### config.mk
export PLATFORM = sky130hd
export DESIGN_NAME = fpra_seq
export DESIGN_NICKNAME = d
export VERILOG_FILES = /design/src/sv/fpra_pkg.sv /design/src/sv/fpra_seq.sv
export SDC_FILE = /design/constraint.sdc
export NUM_CORES = 1
export LEC_CHECK = 0
export ABC_AREA = 1
export BUFFER_PORTS_ARGS = -buffer_cell sky130_fd_sc_hd__buf_4
export CAP_MARGIN = 25
export CORE_ASPECT_RATIO = 2
export CORE_MARGIN = 4
export CORE_UTILIZATION = 28
export DETAILED_ROUTE_END_ITERATION = 16
export GPL_ROUTABILITY_DRIVEN = 1
export GPL_TIMING_DRIVEN = 0
export HOLD_SLACK_MARGIN = 0.12
export SLEW_MARGIN = 15
export SYNTH_ARGS = -nofsm -noshare
export SYNTH_HDL_FRONTEND = slang
export SYNTH_SLANG_ARGS = --single-unit
### constraint.sdc
create_clock -name clk -period 5.45 [get_ports clk]
set_input_delay 0.8175 -clock clk [delete_from_list [all_inputs] [get_ports clk]]
set_output_delay 0.8175 -clock clk [all_outputs]
set_load 0.1 [all_outputs]
### src/sv/fpra_pkg.sv
// Shared types and constants for the first-fit page run allocator.
`timescale 1ns / 1ps

package fpra_pkg;

    // Fixed field widths
    localparam int CFG_W  = 13;
    localparam int LEN_W  = 8;
    localparam int PAGE_W = 12;
    localparam int MODE_W = 2;
    localparam int CIDX_W = 1;

    // Request modes
    localparam logic [MODE_W-1:0] MODE_ALLOC = 2'd0;
    localparam logic [MODE_W-1:0] MODE_FREE  = 2'd1;
    localparam logic [MODE_W-1:0] MODE_QUERY = 2'd2;

    // Configuration register indexes
    localparam logic [CIDX_W-1:0] REG_PAGE_COUNT = 1'b0;
    localparam logic [CIDX_W-1:0] REG_RESERVED   = 1'b1;

    // Configuration reset values
    localparam logic [CFG_W-1:0] PAGE_COUNT_RST = 13'd4096;
    localparam logic [CFG_W-1:0] RESERVED_RST   = 13'd1;

    // Sequencer states
    typedef enum logic [2:0] {
        ST_CLEAR,
        ST_IDLE,
        ST_CMD,
        ST_SCAN,
        ST_QRD
    } fpra_state_t;

    // Table port control from sequencer
    typedef struct packed {
        logic rd;
        logic wr;
    } fpra_tbl_ctl_t;

endpackage

### src/sv/fpra_seq.sv
// Sequencer: clearing pass, command decode and the first-fit table walk.
`timescale 1ns / 1ps

module fpra_seq
    import fpra_pkg::*;
#(
    parameter int MAX_PAGES = 4096
)
(
    input  logic                         clk,
    input  logic                         rst_n,
    input  logic                         start,
    input  logic [MODE_W-1:0]            mode,
    input  logic [LEN_W-1:0]             run_length,
    input  logic [PAGE_W-1:0]            page_index,
    input  logic [((($clog2(MAX_PAGES + 256)) > 14) ?
                   $clog2(MAX_PAGES + 256) : 14)-1:0] limit,
    input  logic [((($clog2(MAX_PAGES + 256)) > 14) ?
                   $clog2(MAX_PAGES + 256) : 14)-1:0] reserved,
    output logic                         busy,
    output logic                         done,
    output logic                         ok,
    output logic [PAGE_W-1:0]            start_page,
    output logic [LEN_W-1:0]             length_out,
    output fpra_tbl_ctl_t                tbl_ctl,
    output logic [$clog2(MAX_PAGES)-1:0] tbl_addr,
    output logic [LEN_W-1:0]             tbl_wdata,
    input  logic [LEN_W-1:0]             tbl_rdata
);

    localparam int AW = $clog2(MAX_PAGES);
    localparam int IW = ($clog2(MAX_PAGES + 256) > 14) ? $clog2(MAX_PAGES + 256) : 14;

    fpra_state_t state_reg, state_next;

    logic [MODE_W-1:0] mode_reg, mode_next;
    logic [LEN_W-1:0]  len_reg, len_next;
    logic [PAGE_W-1:0] page_reg, page_next;
    logic [IW-1:0]     idx_reg, idx_next;
    logic [IW-1:0]     base_reg, base_next;
    logic [LEN_W-1:0]  found_reg, found_next;
    logic [AW-1:0]     clr_reg, clr_next;

    logic              done_reg, done_next;
    logic              ok_reg, ok_next;
    logic [PAGE_W-1:0] spage_reg, spage_next;
    logic [LEN_W-1:0]  lout_reg, lout_next;

    // Shared step adder and compares
    logic [IW-1:0]    step;
    logic [IW-1:0]    sum;
    logic [LEN_W-1:0] found_inc;
    logic [IW-1:0]    run_base;
    logic [IW-1:0]    page_wide;
    logic             entry_free;
    logic             fit;
    logic             past_end;
    logic             page_ok;
    logic             alloc_go;
    logic             clr_last;

    always_comb
    begin
        entry_free = (tbl_rdata == '0);
        step       = entry_free ? IW'(1) : IW'(tbl_rdata);
        sum        = idx_reg + step;
        found_inc  = found_reg + LEN_W'(1);
        run_base   = (found_reg == '0) ? idx_reg : base_reg;
        fit        = entry_free && (found_inc >= len_reg);
        past_end   = (sum >= limit);
        page_wide  = IW'(page_reg);
        page_ok    = (page_wide < limit);
        alloc_go   = (len_reg != '0) && (reserved < limit);
        clr_last   = (clr_reg == AW'(MAX_PAGES - 1));
    end

    // Next state
    always_comb
    begin
        state_next = state_reg;
        unique case (state_reg)
            ST_CLEAR:
            begin
                if (clr_last)
                begin
                    state_next = ST_IDLE;
                end
            end
            ST_IDLE:
            begin
                if (start)
                begin
                    state_next = ST_CMD;
                end
            end
            ST_CMD:
            begin
                unique case (mode_reg)
                    MODE_ALLOC: state_next = alloc_go ? ST_SCAN : ST_IDLE;
                    MODE_QUERY: state_next = page_ok ? ST_QRD : ST_IDLE;
                    default:    state_next = ST_IDLE;
                endcase
            end
            ST_SCAN:
            begin
                if (fit || past_end)
                begin
                    state_next = ST_IDLE;
                end
            end
            ST_QRD:
            begin
                state_next = ST_IDLE;
            end
            default:
            begin
                state_next = ST_IDLE;
            end
        endcase
    end

    // Datapath, table port and results
    always_comb
    begin
        mode_next  = mode_reg;
        len_next   = len_reg;
        page_next  = page_reg;
        idx_next   = idx_reg;
        base_next  = base_reg;
        found_next = found_reg;
        clr_next   = clr_reg;
        done_next  = 1'b0;
        ok_next    = ok_reg;
        spage_next = spage_reg;
        lout_next  = lout_reg;
        tbl_ctl    = '0;
        tbl_addr   = '0;
        tbl_wdata  = '0;

        unique case (state_reg)
            ST_CLEAR:
            begin
                tbl_ctl.wr = 1'b1;
                tbl_addr   = clr_reg;
                clr_next   = clr_reg + AW'(1);
            end
            ST_IDLE:
            begin
                if (start)
                begin
                    mode_next = mode;
                    len_next  = run_length;
                    page_next = page_index;
                end
            end
            ST_CMD:
            begin
                // default: a failed request
                done_next  = 1'b1;
                ok_next    = 1'b0;
                spage_next = '0;
                lout_next  = '0;
                unique case (mode_reg)
                    MODE_ALLOC:
                    begin
                        if (alloc_go)
                        begin
                            done_next  = 1'b0;
                            tbl_ctl.rd = 1'b1;
                            tbl_addr   = reserved[AW-1:0];
                            idx_next   = reserved;
                            found_next = '0;
                        end
                    end
                    MODE_FREE:
                    begin
                        if (page_ok)
                        begin
                            tbl_ctl.wr = 1'b1;
                            tbl_addr   = page_wide[AW-1:0];
                            ok_next    = 1'b1;
                        end
                    end
                    MODE_QUERY:
                    begin
                        if (page_ok)
                        begin
                            done_next  = 1'b0;
                            tbl_ctl.rd = 1'b1;
                            tbl_addr   = page_wide[AW-1:0];
                        end
                    end
                    default:
                    begin
                        ok_next = 1'b0;
                    end
                endcase
            end
            ST_SCAN:
            begin
                // tbl_rdata holds the entry at idx_reg
                if (entry_free)
                begin
                    found_next = found_inc;
                    base_next  = run_base;
                end
                else
                begin
                    found_next = '0;
                end
                if (fit)
                begin
                    tbl_ctl.wr = 1'b1;
                    tbl_addr   = run_base[AW-1:0];
                    tbl_wdata  = len_reg;
                    done_next  = 1'b1;
                    ok_next    = 1'b1;
                    spage_next = run_base[PAGE_W-1:0];
                    lout_next  = len_reg;
                end
                else if (past_end)
                begin
                    done_next  = 1'b1;
                    ok_next    = 1'b0;
                    spage_next = '0;
                    lout_next  = '0;
                end
                else
                begin
                    tbl_ctl.rd = 1'b1;
                    tbl_addr   = sum[AW-1:0];
                    idx_next   = sum;
                end
            end
            ST_QRD:
            begin
                done_next  = 1'b1;
                ok_next    = 1'b1;
                spage_next = '0;
                lout_next  = tbl_rdata;
            end
            default:
            begin
                done_next = 1'b0;
            end
        endcase
    end

    // Control registers
    always_ff @(posedge clk or negedge rst_n)
    begin
        if (!rst_n)
        begin
            state_reg <= ST_CLEAR;
            clr_reg   <= '0;
            done_reg  <= 1'b0;
        end
        else
        begin
            state_reg <= state_next;
            clr_reg   <= clr_next;
            done_reg  <= done_next;
        end
    end

    // Payload registers
    always_ff @(posedge clk)
    begin
        mode_reg  <= mode_next;
        len_reg   <= len_next;
        page_reg  <= page_next;
        idx_reg   <= idx_next;
        base_reg  <= base_next;
        found_reg <= found_next;
        ok_reg    <= ok_next;
        spage_reg <= spage_next;
        lout_reg  <= lout_next;
    end

    assign busy       = (state_reg != ST_IDLE);
    assign done       = done_reg;
    assign ok         = ok_reg;
    assign start_page = spage_reg;
    assign length_out = lout_reg;

endmodule
==> results of run 1 <==
[cells in the final DEF (no fill, tap or decap), types with 7 or more instances in the layout]
cell type	synthesis	final
a21oi_1	19	19
buf_4	5	107
buf_6	4	8
clkbuf_1	8	9
clkbuf_16	0	9
dfrtp_1	16	16
edfxtp_1	77	77
ha_1	61	61
inv_1	110	110
inv_2	9	9
nand2_1	208	208
nand2_2	13	13
nand3_1	42	42
nand4_1	12	12
nor2_1	68	67
nor2_2	14	14
nor3_1	7	7
o21ai_0	17	16
o21ai_1	18	19
o21ai_2	8	8
o22ai_1	8	8
xor2_1	18	18
[layout make-up]
type	count	area, um2	area share, %
Tap cell	280	350	4.40
Clock buffer	10	229	2.88
Multi-Input combinational cell	548	3160	39.8
Sequential cell	93	2710	34.1
Timing Repair Buffer	107	816	10.3
Inverter	122	463	5.82
Buffer	20	128	1.60
Clock inverter	6	93.8	1.18
[power by group through the flow]
stage,Clock [W],Sequential [W],Combinational [W]
after global routing,0.000736,0.00107,0.00196
after CTS,0.000722,0.00105,0.00182
after global placement,0,0.00107,0.00179
after detailed placement,0,0.00107,0.00181
after floorplan,0,0.00137,0.00104
final,0.000706,0.00105,0.00181
[layer usage]
layer | track usage, % | up-vias
met5 | 0 | -
met3 | 2.62 | 43
li1 | - | 2787
met2 | 28.1 | 141
met4 | 8.11 | 0
met1 | 14.5 | 2494
[cells by family after synthesis]
| kind of cell | after synthesis | share of synthesized area, % |
|---|---|---|
| flops | 93 | 42.0 |
| compound gates | 84 | 7.61 |
| simple gates | 378 | 25.9 |
| fa+ha+maj | 62 | 12.1 |
| xor+xnor | 24 | 3.25 |
| buf+inv | 142 | 9.14 |
[worst paths after layout]
check	end	slack, ns	depth (start not counted)
max reg2reg	idx_reg[9]	1.77	17
min in group clk	clr_reg[4]	0.50	1
min reg2reg	clr_reg[4]	0.50	1
max in group asynchronous	clr_reg[9]	4.95	1
max	tbl_addr[9]	0.31	23
min	state_reg[0]	0.31	1
[through the flow]
step	instances	utilization, %
after floorplan	783	-
after global placement	1168	33.4
after detailed placement	1170	33.5
after CTS	1186	34.9
after global routing	1186	35.0
final	1186	35.0
[critical path, cell delays in order]
cell	delay, ns
buf_4	0.13
inv_1	0.07
nand4_1	0.15
o21ai_1	0.26
ha_1	0.23
nand3_1	0.08
nand2_1	0.17
nand2_1	0.07
nand2_1	0.13
nand2_1	0.08
nand2_2	0.09
nand3_1	0.08
and2_4	0.18
ha_1	0.28
a21o_1	0.16
nor2_1	0.13
nand3_1	0.15
nor2_4	0.18
nand3_2	0.17
clkinv_2	0.17
nand2_1	0.06
nand3_1	0.14
buf_4	0.31
[what timing repair did]
action,CTS,global route
endpoints found under the setup margin,0,9
endpoints found under the hold margin,0,0
resized for setup,0,5
==> flow_metrics.py, run 1 <==
metrics = {
    "outcome": {
        "status": "complete, no violations",
    },
    "drt": {
        "vias": 5465,
        "wl_met3_um": 824,
        "top_layer_used": "met4",
        "via_per_inst": 4.61,
        "dr.first_iter.drc_count": 206,
        "drt_pre_antenna_iters": 5,
        "met1Wirelength_mm": 6.56,
        "drc": 0,
        "wl_met2_mm": 10.2,
        "drtAntennaViolNets": 0,
        "avgRoutedWirePerCell_um": 15.6,
        "wl_mm": 18.5,
    },
    "worst_setup_path": {
        "reg2reg_from": "idx_reg[2]",
        "crit_start": "tbl_rdata[6]",
        "startpoint_type": "input pin",
        "path_class": "input pin to output pin",
        "cp-end-kind": "output pin",
        "crit_required_ns": 4.63,
        "crit_path_max_fanout": 8,
        "crit_arrival_ns": 4.32,
    },
    "power_and_ir_drop": {
        "irDropWorstVdd_uv": 317,
        "combPwrFrac_pct": 50.7,
        "p_clk_share_pct": 19.8,
        "p_int_w": 0.00182,
        "p_total_w": 0.00357,
        "switchingPower_w": 0.00175,
        "switching_share_pct": 49.1,
        "leakagePower_nw": 3.83,
        "p_per_area_nw_per_um2": 448,
        "power_frac_seq_pct": 29.5,
    },
    "synth": {
        "yosysWarningCount": 0,
        "ys.flop_type": "edfxtp_1",
        "synthTopCellsByArea": "edfxtp_1 36%, nand2_1 12%, ha_1 12%, inv_1 6.4%, dfrtp_1 6.2%",
        "synth_area_um2": 6460,
        "yosysSeqAreaShare_pct": 42.0,
        "yosys.area.top_type": "edfxtp_1",
        "synthesis.nets": 906,
        "synth_commonest_cells": "208 x nand2_1, 110 x inv_1, 77 x edfxtp_1",
        "synthArstFlopShare_pct": 17.2,
        "synth-seq-cells": 93,
        "synth_edf_count": 77,
        "yosysTopAreaCellShare_pct": 35.8,
        "syn_avg_cell_area_um2": 8.25,
        "synth_cells": 783,
        "yosys.cell_count.top_type": "nand2_1",
        "synth.distinct_cells": 41,
    },
    "grt": {
        "overflow": 0,
        "grt_pass1_vias": 5524,
        "grt_use_total_pct": 14.8,
        "grt_pass1_wl_mm": 28.6,
        "grt_max_degree": 17,
        "grt_antenna_before_repair": 0,
    },
    "finish": {
        "largest_reg_flops": 14,
        "fin_area_um2": 7960,
        "layout-drive-gt1-share_pct": 21.4,
        "nets": 1024,
        "fillers": 2370,
        "syn_to_final_growth_pct": 23.2,
        "diodes": 0,
    },
    "placed_design": {
        "place_worst_setup_slack_ns": 0.117,
        "portBuffers": 105,
        "placed_cell_area_um2": 7620,
        "dp_hpwl_mm": 15.9,
        "gp_congestion": 0.901,
    },
    "floorplanning": {
        "core_um2": 22700,
        "die_w_um": 115,
        "row_count": 78,
        "start_util_pct": 28.4,
        "die_area_um2": 25700,
        "io_pins": 106,
        "fp.dieH_um": 223,
    },
    "cts": {
        "cts_sinks": 93,
        "cts-hold-fix-buffers": 0,
        "ctsHtreeMaxLevel": 3,
        "root_buffer": "clkbuf_16",
        "cts_post_setup_buffers_inserted": 0,
        "numCtsBuffers": 9,
        "path_clk_slew_ns": 0.07,
        "clock_path_buffers": 2,
        "clock_latency_ns": 0.36,
        "cts_tree": "yes",
    },
    "sta": {
        "fin_tns_setup_ns": 0,
        "tightest_slew_ns": 0.584,
        "maxSlewViolCount": 0,
        "finalSetupViolations": 0,
        "final_hold_viol_count": 0,
        "hold_slack_ns": 0.308,
        "fmax_mhz": 195,
        "clock_skew_ns": 0.0102,
        "post-route-min-period_ns": 5.14,
        "max_slew_margin_pct": 61.0,
        "fin_crit_sh_pct": 94.2,
        "worst_slack_ns": 0.315,
        "rsz0062_at_grt": "false",
    },
    "min_path": {
        "hold_class": "input pin to async pin",
    },
    "run": {
        "maxCapViolCount": 0,
    },
}
Power figures use the tool's default switching activity.
==> run 2: changes to the inputs <==
--- a/config.mk
+++ b/config.mk
@@ -15,7 +15,8 @@
 export GPL_ROUTABILITY_DRIVEN = 1
 export GPL_TIMING_DRIVEN = 0
 export HOLD_SLACK_MARGIN = 0.12
-export SLEW_MARGIN = 15
+export PLACE_DENSITY = 0.48
+export SLEW_MARGIN = 20
 export SYNTH_ARGS = -nofsm -noshare
 export SYNTH_HDL_FRONTEND = slang
 export SYNTH_SLANG_ARGS = --single-unit
==> flow_metrics.py, run 2 (synthesis gave the netlist of run 1 again) <==
metrics = {
    "placed_design": {
        "gp_congestion": 0.869,
        "dp_hpwl_mm": 16.3,
        "place_worst_setup_slack_ns": 0.134,
        "portBuffers": 105,
    },
    "floorplanning": {
        "core_um2": 22700,
        "row_count": 78,
        "start_util_pct": 28.4,
        "fp.dieH_um": 223,
        "die_w_um": 115,
        "io_pins": 106,
        "die_area_um2": 25700,
    },
    "worst_setup_path": {
        "crit_required_ns": 4.63,
        "startpoint_type": "input pin",
        "path_depth": 23,
        "worst-path-buf-inv": 4,
        "regToRegSetupSlack_ns": 1.76,
        "cpPeakStageDelay_ns": 0.40,
        "reg2reg_from": "idx_reg[4]",
        "r2r-end": "idx_reg[8]",
        "path_delay_family": "simple AND/OR/NAND/NOR gates",
        "crit_path_max_fanout": 8,
        "slowest_stage": "fa_1",
        "cp-end-kind": "output pin",
        "ff2ff_path_depth": 15,
        "crit_start": "tbl_rdata[6]",
        "crit_arrival_ns": 4.28,
        "crit_chain": "buf_4, inv_1, nand4_1, o21ai_1, ha_1, fa_1, nand2_1, nand2_1, nand3_1, nand2_2, nand2_1, xor2_1, ha_1, nand2_1, nor2_1, nor2_1, nand3_1, nor2_4, nand3_2, clkinv_2, nand2_1, nand3_1, buf_4",
        "critical_path.most_common_cell": "nand2_1",
        "path_class": "input pin to output pin",
        "crit_end": "tbl_addr[7]",
    },
    "grt": {
        "grt_pass1_vias": 5540,
        "grt_pass1_wl_mm": 29.3,
        "overflow": 0,
        "grt_antenna_before_repair": 0,
        "grt_max_degree": 23,
        "grt_use_total_pct": 15.3,
    },
    "outcome": {
        "status": "complete, no violations",
    },
    "drt": {
        "drtAntennaViolNets": 0,
        "vias": 5387,
        "wl_mm": 19.0,
        "avgRoutedWirePerCell_um": 16.0,
        "drc": 0,
        "dr.first_iter.drc_count": 235,
        "drt_pre_antenna_iters": 8,
        "via_per_inst": 4.55,
    },
    "sta": {
        "post-route-min-period_ns": 5.10,
        "fmax_mhz": 196,
        "worst_slack_ns": 0.353,
        "tightest_slew_ns": 0.777,
        "fin_crit_sh_pct": 93.5,
        "rsz0062_at_grt": "false",
        "fin_tns_setup_ns": 0,
        "max_slew_margin_pct": 47.9,
        "maxSlewViolCount": 0,
        "finalSetupViolations": 0,
        "clock_skew_ns": 0.0107,
        "final_hold_viol_count": 0,
    },
    "finish": {
        "largest_reg_flops": 14,
        "regArea_um2": 2710,
        "syn_to_final_growth_pct": 22.5,
        "diodes": 0,
        "nets": 1022,
        "mostFrequentLayoutCell": "nand2_1",
        "layout-drive-gt1-share_pct": 21.3,
        "final_cell_mix": "208 x nand2_1, 110 x inv_1, 109 x buf_4",
        "fillers": 2421,
        "multiInputGateArea_um2": 3170,
    },
    "cts": {
        "root_buffer": "clkbuf_16",
        "cts_sinks": 93,
        "clock_latency_ns": 0.37,
        "cts_tree": "yes",
        "path_clk_slew_ns": 0.07,
        "numCtsBuffers": 9,
        "clock_path_buffers": 2,
        "cts_post_setup_buffers_inserted": 0,
        "ctsHtreeMaxLevel": 3,
    },
    "power_and_ir_drop": {
        "leakagePower_nw": 3.79,
        "p_per_area_nw_per_um2": 443,
        "irDropWorstVdd_uv": 276,
    },
    "run": {
        "maxCapViolCount": 0,
    },
    "min_path": {
        "hold_class": "input pin to async pin",
    },
}
-- run 2: how the worst min path moves through the flow --
stage          startpoint  cells past startpoint         end
6_report            rst_n                      1  clr_reg[6]
5_1_grt             rst_n                      1  clr_reg[0]
4_1_cts             rst_n                      1        done
3_5_place_dp   clr_reg[4]                      1  clr_reg[4]
3_3_place_gp   clr_reg[4]                      1  clr_reg[4]
2_1_floorplan  clr_reg[4]                      1  clr_reg[4]
-- run 2: layout make-up --
| type | instances | share of cell area, % |
|---|---|---|
| multi-input combinational | 548 | 40.0 |
| timing repair buffer | 105 | 10.0 |
| inverter | 122 | 5.85 |
| tap | 280 | 4.43 |
| buffer | 20 | 1.61 |
| clock inverter | 7 | 0.948 |
| clock buffer | 9 | 2.85 |
| sequential | 93 | 34.3 |
-- run 2: power by group --
group | internal, W | switching [W]
clock | 0.000357 | 0.000297
sequential | 0.000961 | 0.0000880
combinational | 0.000440 | 0.00136
total | 0.00176 | 0.00175
-- run 2: metrics by stage --
step,cell area (um2),power (W),util (%),cells,hold WS [ns]
global placement,7600,0.00287,33.4,1168,0.488
floorplan,6460,0.00241,-,783,0.463
detailed placement,7610,0.00289,33.4,1168,0.493
global route,7920,0.00372,34.8,1184,0.305
CTS,7910,0.00355,34.8,1184,0.294
finish,7920,0.00350,34.8,1184,0.301
-- run 2: repair_timing --
item	CTS	global route
endpoints found under the hold margin	0	0
endpoints found under the setup margin	0	8
hold buffers	0	0
resized for setup	0	3
-- run 2: layer usage --
layer / share of wire (%) / track usage, % / wire length, um / vias to the layer above
met4: 3.2 / 6.60 / 617 / 0
met3: 4.0 / 2.78 / 757 / 31
li1: - / - / - / 2781
met5: 0 / 0 / 0 / -
met1: 36 / 15.0 / 6760 / 2448
met2: 57 / 29.8 / 10900 / 127
